$ cat config.mk
export PLATFORM = sky130hd
export DESIGN_NAME = rpfh_ctrl
export DESIGN_NICKNAME = d
export VERILOG_FILES = /design/src/rtl/core/rpfh_pkg.sv /design/src/rtl/core/rpfh_ctrl.sv
export SDC_FILE = /design/constraint.sdc
export NUM_CORES = 1
export LEC_CHECK = 0
export BUFFER_PORTS_ARGS = -buffer_cell sky130_fd_sc_hd__buf_4
export CAP_MARGIN = 15
export CORE_MARGIN = 2
export CORE_UTILIZATION = 35
export CTS_CLUSTER_SIZE = 25
export DETAILED_ROUTE_END_ITERATION = 8
export PLACE_DENSITY = 0.56
export SETUP_SLACK_MARGIN = 0.15
export SLEW_MARGIN = 20
export SYNTH_ARGS = -nofsm -noshare
export SYNTH_HDL_FRONTEND = slang
export SYNTH_SLANG_ARGS = --single-unit
$ cat constraint.sdc
create_clock -name clk_i -period 1.75 [get_ports clk_i]
set_input_delay 0.175 -clock clk_i [delete_from_list [all_inputs] [get_ports clk_i]]
set_output_delay 0.175 -clock clk_i [all_outputs]
set_load 0.01 [all_outputs]
$ cat src/rtl/core/rpfh_pkg.sv
// Shared types and constants for the ray/polyline nearest-hit block.
// Used by the top level, the sequencer and the datapath; has no dependencies of its own.
package rpfh_pkg;

  localparam int COORD_BITS_DEF = 32;
  localparam int T_FRAC = 24;
  localparam int S_FRAC = 32;
  localparam int T_W = 48;

  typedef enum logic [3:0] {
    S_IDLE, S_MUL, S_NORM, S_TEST, S_DIVT, S_CMP, S_DIVS, S_LERP, S_UPD, S_FIN
  } state_e;

  // Product selection for the shared multiplier.
  typedef enum logic [2:0] {
    OP_DXEY, OP_DYEX, OP_WXEY, OP_WYEX, OP_WXDY, OP_WYDX, OP_EXS, OP_EYS
  } op_e;

  typedef struct packed {
    logic load_in;
    logic mul_en;
    op_e  mul_op;
    logic acc_en;
    op_e  acc_op;
    logic norm;
    logic div_start;
    logic div_sel_s;
    logic take_t;
    logic upd_best;
    logic finish;
  } cmd_t;

  typedef struct packed {
    logic have_prev;
    logic last;
    logic den_zero;
    logic hit_range;
    logic better;
    logic div_busy;
    logic out_busy;
  } sts_t;

endpackage

$ cat src/rtl/core/rpfh_ctrl.sv
// Sequencer for the nearest-hit block: steps the datapath through one segment.
// Depends on rpfh_pkg for the state, command and status types.
module rpfh_ctrl (
  input  logic          clk_i,
  input  logic          rst_ni,
  input  logic          in_valid_i,
  output logic          in_ready_o,
  input  rpfh_pkg::sts_t sts_i,
  output rpfh_pkg::cmd_t cmd_o
);
  import rpfh_pkg::*;

  state_e     state_q, state_d;
  logic [2:0] cnt_q, cnt_d;

  always_comb begin
    state_d = state_q;
    cnt_d   = cnt_q;
    unique case (state_q)
      S_IDLE: begin
        cnt_d = '0;
        if (in_valid_i) state_d = S_MUL;
      end
      S_MUL: begin
        cnt_d = cnt_q + 3'd1;
        if (!sts_i.have_prev) state_d = S_FIN;
        else if (cnt_q == 3'd6) state_d = S_NORM;
      end
      S_NORM: state_d = S_TEST;
      S_TEST: begin
        if (sts_i.den_zero || !sts_i.hit_range) state_d = S_FIN;
        else state_d = S_DIVT;
      end
      S_DIVT: if (!sts_i.div_busy) state_d = S_CMP;
      S_CMP: begin
        if (sts_i.better) state_d = S_DIVS;
        else state_d = S_FIN;
      end
      S_DIVS: begin
        cnt_d = '0;
        if (!sts_i.div_busy) state_d = S_LERP;
      end
      S_LERP: begin
        cnt_d = cnt_q + 3'd1;
        if (cnt_q == 3'd2) state_d = S_UPD;
      end
      S_UPD: state_d = S_FIN;
      S_FIN: if (!(sts_i.last && sts_i.out_busy)) state_d = S_IDLE;
      default: state_d = S_IDLE;
    endcase
  end

  always_comb begin
    cmd_o = '0;
    in_ready_o = 1'b0;
    unique case (state_q)
      S_IDLE: begin
        in_ready_o    = 1'b1;
        cmd_o.load_in = in_valid_i;
      end
      S_MUL: begin
        cmd_o.mul_en = sts_i.have_prev && (cnt_q < 3'd6);
        cmd_o.mul_op = op_e'(cnt_q);
        cmd_o.acc_en = sts_i.have_prev && (cnt_q != 3'd0);
        cmd_o.acc_op = op_e'(cnt_q - 3'd1);
      end
      S_NORM: cmd_o.norm = 1'b1;
      S_TEST: cmd_o.div_start = !(sts_i.den_zero || !sts_i.hit_range);
      S_CMP: begin
        cmd_o.take_t    = 1'b1;
        cmd_o.div_start = sts_i.better;
        cmd_o.div_sel_s = 1'b1;
      end
      S_LERP: begin
        cmd_o.mul_en = cnt_q < 3'd2;
        cmd_o.mul_op = op_e'(cnt_q + 3'd6);
        cmd_o.acc_en = cnt_q != 3'd0;
        cmd_o.acc_op = op_e'(cnt_q + 3'd5);
      end
      S_UPD: cmd_o.upd_best = 1'b1;
      S_FIN: cmd_o.finish = !(sts_i.last && sts_i.out_busy);
      default: ;
    endcase
  end

  always_ff @(posedge clk_i or negedge rst_ni) begin
    if (!rst_ni) begin
      state_q <= S_IDLE;
      cnt_q   <= '0;
    end else begin
      state_q <= state_d;
      cnt_q   <= cnt_d;
    end
  end
endmodule

### Word-level counts from Yosys, hierarchy flattened

Cells that the tools add are included.

* register bits after elaboration: 7
* latch bits: 0
* RAM bits: 0
* ROM bits: 0
* memories: 0

* add/sub/neg operators: 4
* multipliers: 0
* div/mod/pow operators: 0
* order comparisons: 2
* equal/unequal tests: 17
* shift-type cells: 0
* multiplexer cells: 19
* bitwise logic cells: 0
* reductions and logical operators: 13

Operators by type and width (number)
* 4-bit case mux with 10 select lines: 1
* 4-bit two-way mux: 9
* 4-bit by 3-bit equality test with 1-bit output (second input constant): 4
* 8-bit case mux with 2 select lines: 1
* 2-bit inequality test (second input constant): 5
* 4-bit by 2-bit equality test with 1-bit output (second input constant): 2
* 4-bit equality test (second input constant): 2
* 3-bit adder (second input constant): 2
* 3-bit case mux with 2 select lines: 1
* 6-bit AND reduction: 1
* 1-bit two-way mux: 5
* 4-bit by 1-bit equality test with 1-bit output (second input constant): 1
* 4-bit zero test: 1
* 2-bit OR reduction: 2
* 3-bit by 1-bit adder with 3-bit output (second input constant): 1
* 3-bit by 2-bit equality test with 1-bit output (second input constant): 1
* 3-bit equality test (second input constant): 1
* 1-bit logical AND: 3
* 1-bit zero test: 3
* 3-bit by 2-bit less-than comparator with 1-bit output (second input constant): 1
* 3-bit less-than comparator (second input constant): 1
* 3-bit inequality test (second input constant): 1
* 3-bit nonzero test: 1
* 3-bit by 1-bit subtractor with 3-bit output (second input constant): 1
* other kinds (4): 4

### Depth between registers and ports, before layout

* word-level depth: 4
* depth in mapped cells: 6
* gate-level depth less buffers: 6

### Least setup slack after synthesis

No wires, ideal clock.

* path type: flip-flop to output port
* start: reg state_q[2]
* end: out cmd_o[8] (netlist name)
* data arrival time: 1.327 ns
* required time: 1.575 ns
* path slack: 0.248 ns
* cell stages (with the launch flop): 7
* buffers on the path: 1
* path through: dfrtp_1 > buf_2 > nand4b_2 > inv_2 > fa_1 > xnor2_1 > nor2_1

RTL lines
* start: declaration: line rpfh_ctrl.sv:13 `state_e state_q, state_d;`
* start signal: assignment: line rpfh_ctrl.sv:91 `state_q <= state_d;`
* end: declaration: line rpfh_ctrl.sv:9 `output rpfh_pkg::cmd_t cmd_o`

==> impl.org <==
** Status
- The flow ran to the end, and the final reports show no timing, DRC or antenna violations.

** Synth
- Number of library cell types mapped by synthesis :: 38
- Number of enable flip-flop cells after synthesis :: 0
- Part of the Yosys area used for sequential elements :: 0.215
- The cell count after synthesis came out at 104.
- Synth async-reset ratio :: 1.00
- The most used flip-flop cell after synthesis is sky130_fd_sc_hd__dfrtp_1.
- Warnings from Yosys :: 0
- Each instance of the synthesized netlist takes up on average just under 8 um^2.
- The synthesized design contains 7 register bits.
- The cell area that synthesis handed to floorplanning was approximately 800 um^2.
- Post-synthesis net count :: between 100 and 150

** Routing
- After detailed routing, the number of remaining DRC violations is 0.
- Initial DRC Count :: 2
- After detailed routing, the number of vias per cell comes to between 5 and 6.
- WL final :: 2380 um
- The detail route stage leaves a number of antenna-violating nets equal to 0.
- After detailed routing, the average wire length per cell comes to between 10 and 15 um.
- DRT Pass-1 Iters :: 4
- Via total after detailed routing :: around 900

** Clock network
- The tree built by TritonCTS fans out to 7 sinks.
- Clock-pin slew was measured on the worst setup and hold paths at ~0.050 ns.
- Counting the buffers created by CTS gives 3.
- Number of buffers on the longest clock path :: 2
- TritonCTS built the clock tree.
- The later pin in the worst-skew pair is clocked with a latency of 0.26 ns.
- Number of H-tree levels :: 1
- Clock tree synthesis selected as its root buffer the cell sky130_fd_sc_hd__clkbuf_4.

** Timing
- Setup violations remaining at the end of the flow were counted as 0.
- Setup tns final :: 0 ns
- Final period demand of the worst path :: about 1.7 ns
- Max Clock Freq :: 578 MHz
- Across the routed clock network, the largest skew measured is between 0.0002 and 0.00025 ns.
- Final period utilization :: 0.989
- Worst-Margin Slew :: ~0.31 ns
- Unrepaired setup endpoints after global routing :: true
- The hold violation total from the final report was 0.
- Slew margin rel. :: 0.790
- The max-slew violation count was 0.
- Setup ws final :: 0.0199 ns

** Final layout
- Storage cell area :: between 150 and 200 um^2
- Count of fill cells added during filler insertion :: 205
- Of the cells placed in the final design, the portion with a size suffix greater than 1 is 0.479.
- Layout-stage area growth over the synthesis result :: 58.4%
- The library cell used most frequently in the layout, excluding fill and tap cells, is sky130_fd_sc_hd__buf_4.
- The library cells used most frequently in the layout, excluding fill and tap cells, are 38 x sky130_fd_sc_hd__buf_4, 13 x sky130_fd_sc_hd__nor2_1, 10 x sky130_fd_sc_hd__nand2_1, 7 x sky130_fd_sc_hd__a21oi_1.
- The multi-input combinational cells in the finished layout cover a total of about 670 um^2.
- The net count of the finished layout is ~160.
- 0 antenna diodes ended up in the layout.
- Non-filler instance count after layout :: about 170

** Floorplan
- Chip height :: roughly 52 um
- Placeable core area :: around 0.0022 mm^2
- The die is 52.3 um wide.
- The floorplan step defined a die boundary enclosing between 0.002 and 0.003 mm^2.
- For this configuration, the core starts out at a cell density of 0.369.
- FP Rows :: 17
- In this run the count of I/O pins placed on the die edge is 26.

** Power and ir drop
- Leakage power :: ~0.00064 uW
- Dividing total power by cell area gives a power density of about 1600 mW/mm^2.
- IR analysis of the VDD net gives a maximum drop of about 1.1 mV.

** Setup path
- Worst flop-to-flop path endpoint :: state_q[3]
- Along the worst path, the maximum fanout reaches 2.
- Maximum cell stage delay along the critical path :: around 0.53 ns
- STA puts the critical path data arrival time at ~1.6 ns.
- R2R setup slack :: roughly 0.090 ns
- The critical path is of the flop to output port type.
- The worst register-to-register path begins at state_q[1].
- Max stage delay cell, worst path :: sky130_fd_sc_hd__fa_2
- Launching element type of the critical path :: flop
- The critical path goes through nand4b_4, inv_2, fa_2, nor2_2, buf_4.
- CP Capture Type :: output port
- Worst Reg-to-Reg Cells :: 8
- Critical path required time :: about 1.6 ns

** GRT
- Via count of the first global-routing pass :: approximately 900
- The total overflow left after global routing is 0.
- First-pass GRT wire length :: approximately 3900 um
- Largest net degree at the start of global routing :: 17
- Total track usage :: 0.192
- The initial antenna violation count came to 0.

** Placement
- After legalization and detailed placement, the total HPWL measured 1570 um.
- Buffers placed on the I/O ports in this run total 25.
- The congestion estimate from routability-driven global placement came to 0.877.
- In this run, placement finished with an instance count of roughly 160.
- At the placement stage, the worst setup path has a slack of between 0.15 and 0.2 ns.

** Job
- Across the run, the number of max-cap violations was 0.

** Hold path
- In this run the worst hold path is classified as input pin to async pin.
==> per-layer routing <==
| metal | routed length (um) | vias up | track usage |
|---|---|---|---|
| li1 | - | 442 | - |
| met1 | 987 | 407 | 0.222 |
| met2 | 1200 | 28 | 0.329 |
| met3 | 126 | 9 | 0.0486 |
| met4 | 67 | 0 | 0.0897 |
| met5 | 0 | - | 0 |
==> what timing repair did <==
action,in CTS,in global routing
hold buffers,1,0
pin swaps,3,4
endpoints found under the hold margin,7,0
buffers inserted,10,2
resized for setup,18,12
setup endpoints to repair,13,16
==> through the flow <==
step | instance area (um^2) | utilization | hold slack (ns) | power, uW
floorplan | 816 | - | -0.121 | 1130
global placement | 1020 | 0.462 | -0.00930 | 1500
detailed placement | 1020 | 0.462 | -0.00771 | 1510
CTS | 1220 | 0.554 | 0.260 | 1950
global route | 1290 | 0.584 | 0.253 | 2300
finish | 1290 | 0.584 | 0.253 | 2110
==> final cells by class <==
type,instances,area share
Multi-Input combinational cell,83,0.521
Timing Repair Buffer,44,0.278
Sequential cell,7,0.136
Tap cell,28,0.0271
Clock buffer,4,0.0203
Inverter,6,0.0174
==> state kept, by name (all words and copies together) (netlist names) <==
| signal | flops |
|---|---|
| state_q | 4 |
| cnt_q | 3 |
==> synthesized netlist by cell type, types with 2 or more instances <==
master / n / area [um^2]
sky130_fd_sc_hd__inv_1: 5 / 18.8
sky130_fd_sc_hd__o21ai_0: 5 / 25.0
sky130_fd_sc_hd__ha_1: 6 / 75.1
sky130_fd_sc_hd__nor2b_1: 2 / 12.5
sky130_fd_sc_hd__buf_2: 4 / 20.0
sky130_fd_sc_hd__nand2_1: 11 / 41.3
sky130_fd_sc_hd__dfrtp_1: 7 / 175
sky130_fd_sc_hd__buf_6: 3 / 33.8
sky130_fd_sc_hd__nor2_1: 15 / 56.3
sky130_fd_sc_hd__o21ai_1: 2 / 10.0
sky130_fd_sc_hd__a21oi_1: 7 / 35.0
sky130_fd_sc_hd__nand2b_1: 7 / 43.8
sky130_fd_sc_hd__nor3_1: 4 / 20.0
sky130_fd_sc_hd__xnor2_1: 2 / 17.5
==> power breakdown <==
group	internal, uW	switching [uW]	total, uW
logic	815	861	1680
registers	228	56.5	284
clock network	87.3	64.5	152
total	1130	982	2110
==> worst max-delay path, delay by kind of cell (launching register included) <==
| kind | cells | cell delay, ns |
|---|---|---|
| simple gates | 2 | 0.16 |
| buf+inv | 2 | 0.19 |
| flops | 1 | 0.42 |
| fa+ha+maj | 1 | 0.53 |
==> cell families after synthesis <==
family,Yosys count,synth area share
AO/OA/AOI/OAI,25,0.212
XOR/XNOR,2,0.0215
adder cells (fa/ha/maj),7,0.117
buffers and inverters,14,0.103
flip-flops,7,0.215
multiplexers,1,0.0138
AND/OR/NAND/NOR,48,0.319
==> worst max path at each step <==
| stage | start | end | slack [ns] | cells after the start |
|---|---|---|---|---|
| 6_report | state_q[1] | cmd_o[7] | 0.02 | 5 |
| 5_1_grt | state_q[3] | cmd_o[7] | -0.06 | 5 |
| 4_1_cts | state_q[3] | cmd_o[7] | 0.03 | 5 |
| 3_5_place_dp | cnt_q[1] | cmd_o[8] | 0.18 | 5 |
| 3_3_place_gp | state_q[2] | cmd_o[9] | 0.20 | 5 |
| 2_1_floorplan | state_q[2] | cmd_o[8] | 0.25 | 6 |
No activity file was read; power rests on OpenSTA's default activity.
